## src/hdl/upsc_pkg.sv

```systemverilog
// ----------------------------------------------------------------------------
// Upscaler package
// Display geometry, field widths, register indexes and the types shared by
// the controller and the datapath of the pixel upscaler.
// ----------------------------------------------------------------------------
package upsc_pkg;

  // Display the image is centred on.
  localparam int unsigned DisplayWidth  = 320;
  localparam int unsigned DisplayHeight = 240;

  // Field widths.
  localparam int unsigned PixW   = 16;
  localparam int unsigned AddrW  = 20;
  localparam int unsigned CoordW = 10;
  localparam int unsigned SizeW  = 10;
  localparam int unsigned SpanW  = 12;  // size times factor, up to 3 * 1023
  localparam int unsigned FactW  = 2;
  localparam int unsigned ProdW  = 2 * SpanW;
  localparam int unsigned TdataW = PixW + AddrW + 2 * CoordW;
  localparam int unsigned CfgIdxW = 2;

  // Configuration register indexes.
  localparam logic [CfgIdxW-1:0] CfgIdxWidth  = 2'd0;
  localparam logic [CfgIdxW-1:0] CfgIdxHeight = 2'd1;
  localparam logic [CfgIdxW-1:0] CfgIdxEnable = 2'd2;

  typedef enum logic [1:0] {
    StIdle,
    StSetup,
    StEmit
  } upsc_state_e;

  // Controller to datapath.
  typedef struct packed {
    logic latch;  // take the input word and start a pixel
    logic setup;  // form the base buffer address
    logic emit;   // load the next copy into the output register
  } upsc_cmd_t;

  // Datapath to controller.
  typedef struct packed {
    logic out_free;   // output register can take a word this cycle
    logic last_copy;  // the copy about to be emitted is the pixel's final one
  } upsc_status_t;

endpackage

```

## src/hdl/nearest_neighbor_pixel_upscaler_core.sv

```systemverilog
// ----------------------------------------------------------------------------
// Nearest-neighbor pixel upscaler
// Replicates each RGB565 source pixel 1, 4 or 9 times with buffer address
// and centered screen coordinates.
// ----------------------------------------------------------------------------
// Source pixels enter in raster order, one word per pixel. The factor f is 2
// when the source is exactly half the display, else 3 when three times the
// source fits, else 1 (and always 1 with upscaling disabled). Each pixel gives
// f*f output words, row by row within its block. A pixel holds the block while
// its word is taken, its base address is multiplied out, and the single copy
// sequencer emits one copy per cycle while the output register has room. The
// last copy waits in the output register while the next pixel is taken. The
// user must write configuration between pixels only; it is not enforced.
module nearest_neighbor_pixel_upscaler_core (
  input  logic                         clk_i,
  input  logic                         rst_ni,
  // Configuration write port: 0 source width, 1 source height, 2 enable.
  input  logic                         cfg_we_i,
  input  logic [upsc_pkg::CfgIdxW-1:0] cfg_index_i,
  input  logic [upsc_pkg::SizeW-1:0]   cfg_data_i,
  // Source pixels.
  input  logic                         s_axis_tvalid,
  output logic                         s_axis_tready,
  input  logic [upsc_pkg::PixW-1:0]    s_axis_tdata,   // [15:0] pixel
  // Output copies.
  output logic                         m_axis_tvalid,
  input  logic                         m_axis_tready,
  // [15:0] pixel_out, [35:16] buffer_address, [45:36] screen_x, [55:46] screen_y
  output logic [upsc_pkg::TdataW-1:0]  m_axis_tdata,
  output logic                         m_axis_tlast,   // last_of_run
  output logic                         m_axis_tuser    // [0] end_of_frame
);
  import upsc_pkg::*;

  upsc_cmd_t    cmd;
  upsc_status_t status;

  upsc_ctrl u_ctrl (
    .clk_i      (clk_i),
    .rst_ni     (rst_ni),
    .in_valid_i (s_axis_tvalid),
    .in_ready_o (s_axis_tready),
    .status_i   (status),
    .cmd_o      (cmd)
  );

  upsc_datapath u_datapath (
    .clk_i       (clk_i),
    .rst_ni      (rst_ni),
    .cfg_we_i    (cfg_we_i),
    .cfg_index_i (cfg_index_i),
    .cfg_data_i  (cfg_data_i),
    .pixel_i     (s_axis_tdata),
    .cmd_i       (cmd),
    .status_o    (status),
    .out_ready_i (m_axis_tready),
    .out_valid_o (m_axis_tvalid),
    .out_data_o  (m_axis_tdata),
    .out_last_o  (m_axis_tlast),
    .out_eof_o   (m_axis_tuser)
  );

endmodule

```

## src/hdl/upsc_ctrl.sv

```systemverilog
// ----------------------------------------------------------------------------
// Upscaler controller
// Sequences one source pixel at a time: accept, address setup, then one
// copy per cycle while the output register has room.
// ----------------------------------------------------------------------------
module upsc_ctrl (
  input  logic                  clk_i,
  input  logic                  rst_ni,
  input  logic                  in_valid_i,
  output logic                  in_ready_o,
  input  upsc_pkg::upsc_status_t status_i,
  output upsc_pkg::upsc_cmd_t    cmd_o
);
  import upsc_pkg::*;

  upsc_state_e state_q, state_d;

  always_ff @(posedge clk_i or negedge rst_ni) begin
    if (!rst_ni) begin
      state_q <= StIdle;
    end else begin
      state_q <= state_d;
    end
  end

  always_comb begin
    state_d = state_q;
    case (state_q)
      StIdle: begin
        if (in_valid_i) begin
          state_d = StSetup;
        end
      end
      StSetup: begin
        state_d = StEmit;
      end
      StEmit: begin
        if (status_i.out_free && status_i.last_copy) begin
          state_d = StIdle;
        end
      end
      default: begin
        state_d = StIdle;
      end
    endcase
  end

  always_comb begin
    in_ready_o  = 1'b0;
    cmd_o.latch = 1'b0;
    cmd_o.setup = 1'b0;
    cmd_o.emit  = 1'b0;
    case (state_q)
      StIdle: begin
        in_ready_o  = 1'b1;
        cmd_o.latch = in_valid_i;
      end
      StSetup: begin
        cmd_o.setup = 1'b1;
      end
      StEmit: begin
        cmd_o.emit = status_i.out_free;
      end
      default: begin
        in_ready_o = 1'b0;
      end
    endcase
  end

endmodule

```

## src/hdl/upsc_datapath.sv

```systemverilog
// ----------------------------------------------------------------------------
// Upscaler datapath
// Configuration registers, source position counters, factor and centering
// logic, the copy address generator and the output register.
// ----------------------------------------------------------------------------
module upsc_datapath (
  input  logic                          clk_i,
  input  logic                          rst_ni,
  input  logic                          cfg_we_i,
  input  logic [upsc_pkg::CfgIdxW-1:0]  cfg_index_i,
  input  logic [upsc_pkg::SizeW-1:0]    cfg_data_i,
  input  logic [upsc_pkg::PixW-1:0]     pixel_i,
  input  upsc_pkg::upsc_cmd_t           cmd_i,
  output upsc_pkg::upsc_status_t        status_o,
  input  logic                          out_ready_i,
  output logic                          out_valid_o,
  output logic [upsc_pkg::TdataW-1:0]   out_data_o,
  output logic                          out_last_o,
  output logic                          out_eof_o
);
  import upsc_pkg::*;

  // Configuration.
  logic [SizeW-1:0] width_q, height_q;
  logic             enable_q;

  // Source position.
  logic [SizeW-1:0] col_q, row_q;

  // Per-pixel working registers.
  logic [PixW-1:0]   pix_q;
  logic [FactW-1:0]  fact_q;
  logic [SpanW-1:0]  stride_q;
  logic [CoordW-1:0] xoff_q, yoff_q;
  logic [SpanW-1:0]  col_base_q, row_base_q;
  logic              eof_q;
  logic [FactW-1:0]  dx_q, dy_q;
  logic [AddrW-1:0]  addr_q;

  // Output register.
  logic              out_valid_q;
  logic [PixW-1:0]   out_pix_q;
  logic [AddrW-1:0]  out_addr_q;
  logic [CoordW-1:0] out_x_q, out_y_q;
  logic              out_last_q, out_eof_q;

  logic [SpanW-1:0]  w2_c, w3_c, h2_c, h3_c;
  logic [FactW-1:0]  fact_c;
  logic [SpanW-1:0]  span_w_c, span_h_c;
  logic [SpanW-1:0]  col_base_c, row_base_c;
  logic [CoordW-1:0] xoff_c, yoff_c;
  logic              last_col_c, last_row_c;
  logic [ProdW-1:0]  prod_c;
  logic [FactW-1:0]  fmax_c;
  logic              last_dx_c, last_copy_c;
  logic              out_free_c;

  assign w2_c = {1'b0, width_q, 1'b0};
  assign h2_c = {1'b0, height_q, 1'b0};
  assign w3_c = {2'b00, width_q} + w2_c;
  assign h3_c = {2'b00, height_q} + h2_c;

  always_comb begin
    if (!enable_q) begin
      fact_c = 2'd1;
    end else if (w2_c == SpanW'(DisplayWidth) && h2_c == SpanW'(DisplayHeight)) begin
      fact_c = 2'd2;
    end else if (w3_c <= SpanW'(DisplayWidth) && h3_c <= SpanW'(DisplayHeight)) begin
      fact_c = 2'd3;
    end else begin
      fact_c = 2'd1;
    end
  end

  // Multiplications by the factor are shift-and-add selections.
  always_comb begin
    case (fact_c)
      2'd2: begin
        span_w_c   = w2_c;
        span_h_c   = h2_c;
        col_base_c = {1'b0, col_q, 1'b0};
        row_base_c = {1'b0, row_q, 1'b0};
      end
      2'd3: begin
        span_w_c   = w3_c;
        span_h_c   = h3_c;
        col_base_c = {2'b00, col_q} + {1'b0, col_q, 1'b0};
        row_base_c = {2'b00, row_q} + {1'b0, row_q, 1'b0};
      end
      default: begin
        span_w_c   = {2'b00, width_q};
        span_h_c   = {2'b00, height_q};
        col_base_c = {2'b00, col_q};
        row_base_c = {2'b00, row_q};
      end
    endcase
  end

  assign xoff_c = (span_w_c < SpanW'(DisplayWidth))
                ? CoordW'((SpanW'(DisplayWidth) - span_w_c) >> 1) : '0;
  assign yoff_c = (span_h_c < SpanW'(DisplayHeight))
                ? CoordW'((SpanW'(DisplayHeight) - span_h_c) >> 1) : '0;

  assign last_col_c = ({1'b0, col_q} + 11'd1) >= {1'b0, width_q};
  assign last_row_c = ({1'b0, row_q} + 11'd1) >= {1'b0, height_q};

  assign prod_c = row_base_q * stride_q;

  assign fmax_c      = fact_q - 2'd1;
  assign last_dx_c   = (dx_q == fmax_c);
  assign last_copy_c = last_dx_c && (dy_q == fmax_c);
  assign out_free_c  = !out_valid_q || out_ready_i;

  assign status_o.out_free  = out_free_c;
  assign status_o.last_copy = last_copy_c;

  // Configuration and position counters.
  always_ff @(posedge clk_i or negedge rst_ni) begin
    if (!rst_ni) begin
      width_q  <= SizeW'(160);
      height_q <= SizeW'(120);
      enable_q <= 1'b1;
      col_q    <= '0;
      row_q    <= '0;
    end else begin
      if (cfg_we_i) begin
        case (cfg_index_i)
          CfgIdxWidth:  width_q  <= cfg_data_i;
          CfgIdxHeight: height_q <= cfg_data_i;
          CfgIdxEnable: enable_q <= cfg_data_i[0];
          default:      width_q  <= width_q;
        endcase
      end
      if (cmd_i.latch) begin
        if (last_col_c) begin
          col_q <= '0;
          row_q <= last_row_c ? '0 : row_q + SizeW'(1);
        end else begin
          col_q <= col_q + SizeW'(1);
        end
      end
    end
  end

  // Per-pixel state and copy sequencing.
  always_ff @(posedge clk_i) begin
    if (cmd_i.latch) begin
      pix_q      <= pixel_i;
      fact_q     <= fact_c;
      stride_q   <= span_w_c;
      xoff_q     <= xoff_c;
      yoff_q     <= yoff_c;
      col_base_q <= col_base_c;
      row_base_q <= row_base_c;
      eof_q      <= last_col_c && last_row_c;
      dx_q       <= '0;
      dy_q       <= '0;
    end
    if (cmd_i.setup) begin
      addr_q <= prod_c[AddrW-1:0] + AddrW'(col_base_q);
    end
    if (cmd_i.emit) begin
      if (last_dx_c) begin
        // Next block row: back to the left column, one stride down.
        dx_q   <= '0;
        dy_q   <= dy_q + 2'd1;
        addr_q <= addr_q + AddrW'(stride_q) - AddrW'(fmax_c);
      end else begin
        dx_q   <= dx_q + 2'd1;
        addr_q <= addr_q + AddrW'(1);
      end
    end
  end

  // Output register.
  always_ff @(posedge clk_i or negedge rst_ni) begin
    if (!rst_ni) begin
      out_valid_q <= 1'b0;
    end else if (cmd_i.emit) begin
      out_valid_q <= 1'b1;
    end else if (out_ready_i) begin
      out_valid_q <= 1'b0;
    end
  end

  always_ff @(posedge clk_i) begin
    if (cmd_i.emit) begin
      out_pix_q  <= pix_q;
      out_addr_q <= addr_q;
      out_x_q    <= xoff_q + col_base_q[CoordW-1:0] + CoordW'(dx_q);
      out_y_q    <= yoff_q + row_base_q[CoordW-1:0] + CoordW'(dy_q);
      out_last_q <= last_copy_c;
      out_eof_q  <= last_copy_c && eof_q;
    end
  end

  assign out_valid_o = out_valid_q;
  assign out_data_o  = {out_y_q, out_x_q, out_addr_q, out_pix_q};
  assign out_last_o  = out_last_q;
  assign out_eof_o   = out_eof_q;

endmodule
```

## config.mk

```make
export PLATFORM = sky130hd
export DESIGN_NAME = nearest_neighbor_pixel_upscaler_core
export DESIGN_NICKNAME = d
export VERILOG_FILES = /design/src/hdl/upsc_pkg.sv /design/src/hdl/nearest_neighbor_pixel_upscaler_core.sv /design/src/hdl/upsc_ctrl.sv /design/src/hdl/upsc_datapath.sv
export SDC_FILE = /design/constraint.sdc
export NUM_CORES = 1
export LEC_CHECK = 0
export BUFFER_PORTS_ARGS = -buffer_cell sky130_fd_sc_hd__buf_2
export CORE_ASPECT_RATIO = 0.6
export CORE_MARGIN = 4
export CORE_UTILIZATION = 42
export CTS_BUF_LIST = sky130_fd_sc_hd__clkbuf_2 sky130_fd_sc_hd__clkbuf_4 sky130_fd_sc_hd__clkbuf_8
export DETAILED_ROUTE_END_ITERATION = 8
export PLACE_DENSITY = 0.68
export SLEW_MARGIN = 20
export SYNTH_ARGS = -nofsm -noshare
export SYNTH_HDL_FRONTEND = slang
export SYNTH_SLANG_ARGS = --single-unit
```

## constraint.sdc

```tcl
create_clock -name clk_i -period 6.6 [get_ports clk_i]
set_clock_uncertainty 0.1 [all_clocks]
set_input_delay 0.66 -clock clk_i [delete_from_list [all_inputs] [get_ports clk_i]]
set_output_delay 0.66 -clock clk_i [all_outputs]
set_load 0.02 [all_outputs]
```

==> run_results.csv, run 1 <==
group,metric,value,unit
synthesis,synth_cell_types,79,
floorplanning,dieArea,0.04582,sq mm
global_routing,grt_max_degree,57,
final_layout,nNetsFinal,2268,
synthesis,synth_top_cell_by_area,"edfxtp_1",
synthesis,seq_area_frac_synth,32.63,%
worst_setup_path,cp.arrival,6.22,ns
clocking,clk_latency,0.57,ns
clocking,clockRootBuffer,"clkbuf_8",
clocking,ctsHoldBuffers,0,
global_routing,antenna_found_initial,0,
final_layout,diodes,0,
detailed_routing,wl,44610,um
floorplanning,fp.dieW,273.7,um
detailed_routing,num_vias,13580,
worst_setup_path,crit_required,6.79,ns
detailed_routing,drt_first_pass_iters,5,
timing,fin_setup_tns,0,ns
flow_run,max-cap-violations,0,
final_layout,area_growth,10.68,%
worst_setup_path,crit_fanout,13,
synthesis,synth_seq_cells,201,
clocking,cts.sinks,201,
clocking,cts_tree,"done",
timing,setup_viol,0,
timing,rsz0062_at_grt,"no",
synthesis,synth-edff-count,155,
global_routing,gr-total-overflow,0,
placed_design,portBuffers,92,
worst_setup_path,end_kind,"flip-flop",
worst_setup_path,crit_path_start_kind,"flip-flop",
placed_design,hpwl,34540,um
status,status,"complete, no violations",
timing,drv_slew,0,
detailed_routing,avgViaCountPerCell,5.390,
timing,hold_viol_final,0,
global_routing,grt_pass1_wl,72510,um
synthesis,syn-cell-area,0.01779,sq mm
global_routing,grt_pass1_vias,13450,
floorplanning,pin_count,93,
floorplanning,floorplan.rows,58,
synthesis,yosysTopAreaCellShare,26.16,%
detailed_routing,ant_nets,0,
synthesis,synthCells,1833,
final_layout,fill_cells,3940,
synthesis,ys_warn_count,0,
detailed_routing,drcViolationCount,0,
timing,worstMarginPinSlew,1.040,ns
timing,slew_headroom,30.48,%
clocking,cts_resized,0,
synthesis,synth.area.top_cells,"edfxtp_1 (26%), ha_1 (14%), fa_1 (13%), inv_1 (5.9%), dfrtp_1 (5.2%)",
synthesis,async_reset_ff_share,21.89,%
worst_hold_path,hold_class,"in2async",
final_layout,multiInputGateArea,0.01073,sq mm
final_layout,drive_above_1_share,10.88,%
clocking,htree_levels,2,
floorplanning,floorplan.initialDensity,42.49,%
placed_design,place_congestion,0.9088,
clocking,postCtsSetupBuffers,0,
floorplanning,die_h,167.4,um
timing,finalCritPeriodShare,91.42,%
final_layout,register_area,0.005804,sq mm
synthesis,ys.flop_type,"edfxtp_1",
worst_setup_path,path_class,"reg2reg",
detailed_routing,wl_per_cell,17.71,um
timing,fmax,165.7,MHz
global_routing,grt.total_usage,19.71,%
detailed_routing,drt_iter0_drc,1097,
synthesis,avgSynthCellArea,9.706,sq um
clocking,path_clk_slew,0.07,ns
timing,period_needed,6.034,ns
clocking,cts_made_buffers,35,
floorplanning,fp.coreArea,0.04187,sq mm
clocking,cts_max_path_buffers,3,
## logic make-up after synthesis
group | share of synthesized area, %
compound gates | 13.50
fa+ha+maj | 26.78
buf+inv | 7.209
xor+xnor | 5.612
mux | 1.463
flops | 32.63
simple gates | 12.79
other cells | 0.02108
## layer usage
| metal | GRT usage (%) | up-vias | routed length, um |
|---|---|---|---|
| met3 | 4.698 | 64 | 4098 |
| met4 | 3.551 | 0 | 687 |
| met1 | 30.64 | 6603 | 21960 |
| met2 | 28.02 | 496 | 17860 |
| li1 | - | 6414 | - |
| met5 | 0 | - | 0 |
## cell usage after synthesis (all sizes together), types with 9 or more instances
master,number
mux2,16
and3,9
o211ai,13
o21ai,102
inv,281
a21oi,85
a21o,36
nor2,93
nand2b,21
nor3,17
and2,53
ha,192
or3,10
a31oi,10
o21bai,13
nor4,10
fa,118
nand4,14
xnor2,92
nand3,27
clkbuf,54
a211oi,18
edfxtp,155
nand2,200
dfrtp,37
xor2,22
a311oi,11
## cell usage in the layout (no fill, tap or decap), drive strengths merged, types with 16 or more instances in the layout
master,instances
nand2b,21
a211oi,18
nand2,200
dfrtp,37
and2,53
xor2,22
nand3,27
a21o,36
ha,192
inv,279
buf,107
clkbuf,48
edfxtp,155
fa,118
nor3,17
nor2,93
mux2,16
a21oi,85
o21ai,102
xnor2,92
## per-stage QoR
stage	worst slack, ns	hold slack, ns	cell area, sq um	cells	utilization, %
2_1_floorplan	1.070	0.2644	17810	1838	-
3_3_place_gp	0.7456	0.3005	18880	2458	45.10
3_5_place_dp	0.6470	0.3052	18880	2458	45.10
4_1_cts	0.6022	0.1009	19690	2519	47.02
5_1_grt	0.2825	0.1351	19690	2519	47.02
6_report	0.5661	0.08817	19690	2519	47.02
## final cells by class
| type | count | share of cell area (%) |
|---|---|---|
| timing repair buffer | 107 | 2.910 |
| sequential | 201 | 29.48 |
| clock inverter | 13 | 0.9341 |
| inverter | 282 | 5.389 |
| clock buffer | 48 | 3.165 |
| tap | 570 | 3.622 |
| multi-input combinational | 1298 | 54.50 |
## critical path: stages, from the launching register on
cell	delay [ns]
edfxtp_1	0.67
nand2_1	0.16
fa_1	0.55
inv_1	0.05
fa_1	0.45
ha_1	0.32
ha_1	0.28
inv_1	0.05
fa_1	0.54
inv_1	0.07
ha_1	0.28
a21o_1	0.18
a21oi_1	0.22
o21bai_1	0.13
a31o_2	0.28
a41oi_1	0.35
a21oi_1	0.19
a31o_2	0.30
a221oi_1	0.29
mux2i_1	0.25
nor3_1	0.07
## flip-flops by register name (all words and copies together) (netlist names), 12 cells and up
name                   flops
u_datapath.addr_q         20
u_datapath.col_base_q     12
u_datapath.out_addr_q     20
u_datapath.out_pix_q      16
u_datapath.pix_q          16
u_datapath.row_base_q     12
u_datapath.stride_q       12
## final timing paths
check / startpoint / end / slack (ns) / depth (start not counted)
hold reg to reg: u_datapath.pix_q[6]$_DFFE_PP_ / u_datapath.out_pix_q[6]$_DFFE_PP_ / 0.32 / 0
max in group asynchronous: rst_ni / u_datapath.col_q[3]$_DFFE_PN0P_ / 5.84 / 2
min in group clk_i: s_axis_tdata[8] / u_datapath.pix_q[8]$_DFFE_PP_ / 0.20 / 1
setup / recovery: u_datapath.row_base_q[2]$_DFFE_PP_ / u_datapath.addr_q[18]$_DFFE_PP_ / 0.57 / 20
setup reg to reg: u_datapath.row_base_q[2]$_DFFE_PP_ / u_datapath.addr_q[18]$_DFFE_PP_ / 0.57 / 20
hold / removal: rst_ni / u_datapath.row_q[6]$_DFFE_PN0P_ / 0.09 / 2
Power of run 1 is not shown: default switching activity piles up to over one toggle a cycle in this logic, so the estimate is an artifact.
==> inputs of run 2 (changes only) <==
- CORE_MARGIN: 4 -> 3
- CORE_UTILIZATION: 42 -> 55
- PLACE_DENSITY: 0.68 -> 0.83
==> run 2 against run 1 <==
Routed wire length decreased by 1.9%. Die area shrank 24%. Clock-buffer cell count is 2 higher. Utilization grew 15 points. Fmax is 0.78% lower. Worst setup slack lost 0.047 ns. Cell area shrank 1.4%.
==> run_results.csv, run 2 (synthesized netlist as in run 1, its figures left out) <==
group,metric,value,unit
final_layout,nNetsFinal,2263,
global_routing,gr-total-overflow,0,
clocking,cts_resized,0,
status,status,"complete, no violations",
timing,drv_slew,0,
clocking,clockRootBuffer,"clkbuf_8",
final_layout,layout_commonest_cell,"inv_1",
timing,period_needed,6.081,ns
clocking,htree_levels,2,
detailed_routing,drcViolationCount,0,
floorplanning,floorplan.rows,50,
detailed_routing,drt_iter0_drc,1472,
detailed_routing,top_layer,"met4",
timing,hold_viol_final,0,
clocking,cts.sinks,201,
final_layout,fill_cells,2622,
floorplanning,pin_count,93,
clocking,path_clk_slew,0.08,ns
worst_setup_path,crit_path_start_kind,"flip-flop",
floorplanning,floorplan.initialDensity,56.42,%
worst_setup_path,crit_fanout,13,
worst_setup_path,end_kind,"flip-flop",
detailed_routing,avgViaCountPerCell,5.876,
final_layout,diodes,0,
timing,worstMarginPinSlew,1.098,ns
floorplanning,die_h,145.3,um
clocking,clk_latency,0.56,ns
worst_setup_path,path_class,"reg2reg",
detailed_routing,wl,43760,um
clocking,cts_made_buffers,34,
global_routing,grt_max_degree,57,
clocking,cts_max_path_buffers,3,
detailed_routing,drt-met1-wl,19750,um
timing,finalCritPeriodShare,92.14,%
worst_setup_path,cp.arrival,6.27,ns
floorplanning,fp.coreArea,0.03153,sq mm
timing,setup_viol,0,
timing,slew_headroom,26.56,%
final_layout,area_growth,9.150,%
floorplanning,fp.dieW,238.2,um
detailed_routing,num_vias,13870,
global_routing,grt_pass1_vias,13910,
global_routing,grt_pass1_wl,72040,um
worst_hold_path,hold_class,"in2async",
detailed_routing,met3WireLength,4837,um
detailed_routing,wl_met2,18170,um
final_layout,reg_top3,"u_datapath.addr_q: 20 flops, u_datapath.out_addr_q: 20 flops",
global_routing,grt.total_usage,25.84,%
timing,fin_setup_tns,0,ns
floorplanning,dieArea,0.03461,sq mm
worst_setup_path,crit_required,6.79,ns
global_routing,antenna_found_initial,0,
detailed_routing,drt_first_pass_iters,7,
detailed_routing,wl_per_cell,18.54,um
placed_design,portBuffers,92,
timing,fmax,164.4,MHz
flow_run,max-cap-violations,0,
clocking,postCtsSetupBuffers,0,
clocking,cts_tree,"done",
clocking,ctsHoldBuffers,0,
final_layout,drive_above_1_share,10.69,%
placed_design,hpwl,33460,um
detailed_routing,ant_nets,0,
final_layout,layout_common_cells,"inv_1 (278), nand2_1 (200), ha_1 (192)",
placed_design,place_congestion,0.9674,
timing,rsz0062_at_grt,"no",
run 2: cell count changes in the layout (fill, tap and decap cells not counted):
cell / change
clkbuf_4: +3
clkbuf_8: -1
bufinv_16: -2
buf_4: -4
clkinv_2: -1
clkinvlp_4: +1
run 2: area by class of cell:
type	instances	area, sq um	share of cell area, %
clock buffers	50	631.9	3.254
clock inverters	11	126.4	0.6508
inverters	282	1061	5.464
multi-input cells	1298	10730	55.26
flip-flops and latches	201	5804	29.89
well taps	416	520.5	2.680
repair buffers	103	543.0	2.796
run 2: worst max-delay path: stages, from the launching register on:
cell and delay (ns):
edfxtp_1 0.70, nand2_1 0.15, fa_1 0.56, inv_1 0.06, fa_1 0.47, fa_1 0.51
inv_1 0.05, fa_1 0.46, fa_1 0.55, inv_1 0.04, ha_1 0.30, inv_1 0.08
o21ba_2 0.23, o21ai_0 0.30, nand4_1 0.23, a31oi_1 0.40, a31oi_1 0.21, mux2i_1 0.15
o21ai_0 0.16, o211ai_1 0.10
run 2: worst paths after layout:
| path | from | to | slack, ns | cells after the start |
|---|---|---|---|---|
| min in group clk_i | s_axis_tdata[6] | u_datapath.pix_q[6]$_DFFE_PP_ | 0.18 | 1 |
| min | rst_ni | u_ctrl.state_q[1]$_DFFE_PN0P_ | 0.1 | 2 |
| max | u_datapath.row_base_q[5]$_DFFE_PP_ | u_datapath.addr_q[19]$_DFFE_PP_ | 0.52 | 19 |
| min reg2reg | u_datapath.pix_q[5]$_DFFE_PP_ | u_datapath.out_pix_q[5]$_DFFE_PP_ | 0.32 | 0 |
| max reg2reg | u_datapath.row_base_q[5]$_DFFE_PP_ | u_datapath.addr_q[19]$_DFFE_PP_ | 0.52 | 19 |
| max in group asynchronous | rst_ni | u_datapath.col_q[6]$_DFFE_PN0P_ | 5.84 | 2 |
run 2: through the flow:
stage               hold WS [ns]  std cells  worst slack (ns)  instance area, sq um  util [%]
CTS                       0.1139       2361            0.6325                 19420     61.59
global placement          0.3006       2300            0.7794                 18660     59.18
finish                   0.09989       2361            0.5188                 19420     61.59
global route              0.1464       2361            0.1971                 19420     61.59
detailed placement        0.3063       2300            0.6577                 18660     59.18
floorplan                 0.2644       1838             1.070                 17810         -
run 2: layer usage:
| layer | vias to the layer above | track usage (%) |
|---|---|---|
| met5 | - | 0 |
| met2 | 709 | 37.50 |
| met4 | 0 | 6.763 |
| met3 | 82 | 6.326 |
| met1 | 6691 | 38.77 |
| li1 | 6392 | - |
Power of run 2 is left out for the same reason.
==> inputs of run 3 (changes only) <==
- CTS_BUF_LIST: sky130_fd_sc_hd__clkbuf_2 sky130_fd_sc_hd__clkbuf_4 sky130_fd_sc_hd__clkbuf_8 -> unset
==> run 3 against run 2 <==
Critical path depth unchanged. Cell count decreased by 1.0%. Cell area decreased by 0.32%. Global-route usage shrank 0.11 points. Via count fell by 0.81%. Register-to-register slack lost 0.03 ns. Flip-flop and latch count stayed put. First-iteration DRC count decreased by 3.0%. Worst setup slack got worse by 0.027 ns. Utilization shrank 0.20 points. Critical endpoint unchanged. Largest cell class unchanged.
==> run_results.csv, run 3 (synthesized netlist as in run 1, its figures left out) <==
group,metric,value,unit
final_layout,reg_top3,"u_datapath.addr_q: 20 flops, u_datapath.out_addr_q: 20 flops",
global_routing,grt_pass1_vias,13660,
global_routing,grt_max_degree,57,
worst_setup_path,crit_path_start_kind,"flip-flop",
placed_design,portBuffers,92,
final_layout,layout_commonest_cell,"inv_1",
timing,hold_viol_final,0,
clocking,cts_tree,"done",
detailed_routing,met3WireLength,4463,um
detailed_routing,wl_met2,18250,um
detailed_routing,drt_first_pass_iters,6,
floorplanning,floorplan.initialDensity,56.42,%
detailed_routing,wl_per_cell,18.71,um
timing,rsz0062_at_grt,"no",
worst_setup_path,cp.arrival,6.27,ns
clocking,cts_max_path_buffers,3,
final_layout,diodes,0,
floorplanning,die_h,145.3,um
final_layout,nNetsFinal,2250,
clocking,ctsHoldBuffers,0,
flow_run,max-cap-violations,0,
worst_setup_path,end_kind,"flip-flop",
floorplanning,dieArea,0.03461,sq mm
clocking,cts_made_buffers,21,
status,status,"complete, no violations",
worst_setup_path,crit_fanout,13,
worst_setup_path,regToRegSetupSlack,0.49,ns
floorplanning,floorplan.rows,50,
detailed_routing,drcViolationCount,0,
clocking,htree_levels,1,
detailed_routing,wl,43740,um
timing,slew_headroom,25.88,%
detailed_routing,drt_iter0_drc,1428,
clocking,path_clk_slew,0.07,ns
timing,period_needed,6.109,ns
timing,fmax,163.7,MHz
timing,finalCritPeriodShare,92.56,%
timing,setup_viol,0,
final_layout,area_growth,8.798,%
timing,worstMarginPinSlew,1.108,ns
global_routing,antenna_found_initial,0,
detailed_routing,ant_nets,0,
global_routing,grt.total_usage,25.73,%
detailed_routing,num_vias,13760,
final_layout,drive_above_1_share,9.526,%
timing,fin_setup_tns,0,ns
worst_hold_path,hold_class,"in2async",
clocking,postCtsSetupBuffers,0,
clocking,cts.sinks,201,
clocking,clk_latency,0.52,ns
worst_setup_path,path_class,"reg2reg",
global_routing,grt_pass1_wl,72020,um
worst_setup_path,crit_required,6.76,ns
clocking,clockRootBuffer,"clkbuf_16",
final_layout,fill_cells,2603,
detailed_routing,avgViaCountPerCell,5.889,
placed_design,place_congestion,0.9674,
placed_design,hpwl,33460,um
global_routing,gr-total-overflow,0,
timing,drv_slew,0,
clocking,cts_resized,0,
final_layout,layout_common_cells,"inv_1 (278), nand2_1 (200), ha_1 (192)",
detailed_routing,drt-met1-wl,19990,um
floorplanning,pin_count,93,
detailed_routing,top_layer,"met4",
floorplanning,fp.dieW,238.2,um
floorplanning,fp.coreArea,0.03153,sq mm
-- run 3: cell count changes in the layout (fill, tap and decap cells not counted) --
cell	previous run	this run
clkbuf_8	41	1
clkbuf_16	0	21
clkbuf_4	9	0
clkbuf_1	0	4
clkinv_1	6	3
clkinv_4	0	3
-- run 3: final cells by class --
type | instances | area [sq um] | share of cell area, %
Multi-Input combinational cell | 1298 | 10730 | 55.44
Sequential cell | 201 | 5804 | 29.99
Inverter | 282 | 1061 | 5.482
Clock buffer | 26 | 554.3 | 2.864
Timing Repair Buffer | 103 | 543.0 | 2.805
Tap cell | 416 | 520.5 | 2.689
Clock inverter | 11 | 141.4 | 0.7304
-- run 3: critical path, cell delays in order, from the launching register on --
cell and delay, ns:
edfxtp_1 0.71, nand2_1 0.19, fa_1 0.59, inv_1 0.06, fa_1 0.47, fa_1 0.51, inv_1 0.05, fa_1 0.46
fa_1 0.55, inv_1 0.04, ha_1 0.30, inv_1 0.08, o21ba_2 0.23, o21ai_0 0.29, nand4_1 0.21, a31oi_1 0.39
a31oi_1 0.21, mux2i_1 0.15, o21ai_0 0.16, o211ai_1 0.10
-- run 3: worst paths after layout --
path,depth (start not counted),endpoint,from
worst max-delay path,19,u_datapath.addr_q[19]$_DFFE_PP_,u_datapath.row_base_q[5]$_DFFE_PP_
worst min-delay path,2,u_ctrl.state_q[1]$_DFFE_PN0P_,rst_ni
worst max register to register,19,u_datapath.addr_q[19]$_DFFE_PP_,u_datapath.row_base_q[5]$_DFFE_PP_
worst min register to register,0,u_datapath.out_pix_q[5]$_DFFE_PP_,u_datapath.pix_q[5]$_DFFE_PP_
max in group asynchronous,2,u_datapath.col_q[0]$_DFFE_PN0P_,rst_ni
min in group clk_i,1,u_datapath.pix_q[6]$_DFFE_PP_,s_axis_tdata[6]
-- run 3: layer usage --
layer	global-route usage, %	vias to the layer above
met3	5.547	81
li1	-	6362
met1	39.28	6648
met4	5.737	0
met2	37.60	671
met5	0	-
-- run 3: stage by stage --
stage	std cells	hold WS (ns)	cell area, sq um	utilization [%]	setup slack [ns]
floorplan	1838	0.2644	17810	-	1.070
global placement	2300	0.3006	18660	59.18	0.7794
detailed placement	2300	0.3063	18660	59.18	0.6577
CTS	2337	0.1503	19360	61.39	0.5773
global route	2337	0.1891	19360	61.39	0.1535
finish	2337	0.1310	19360	61.39	0.4913
Power of run 3 is left out for the same reason.
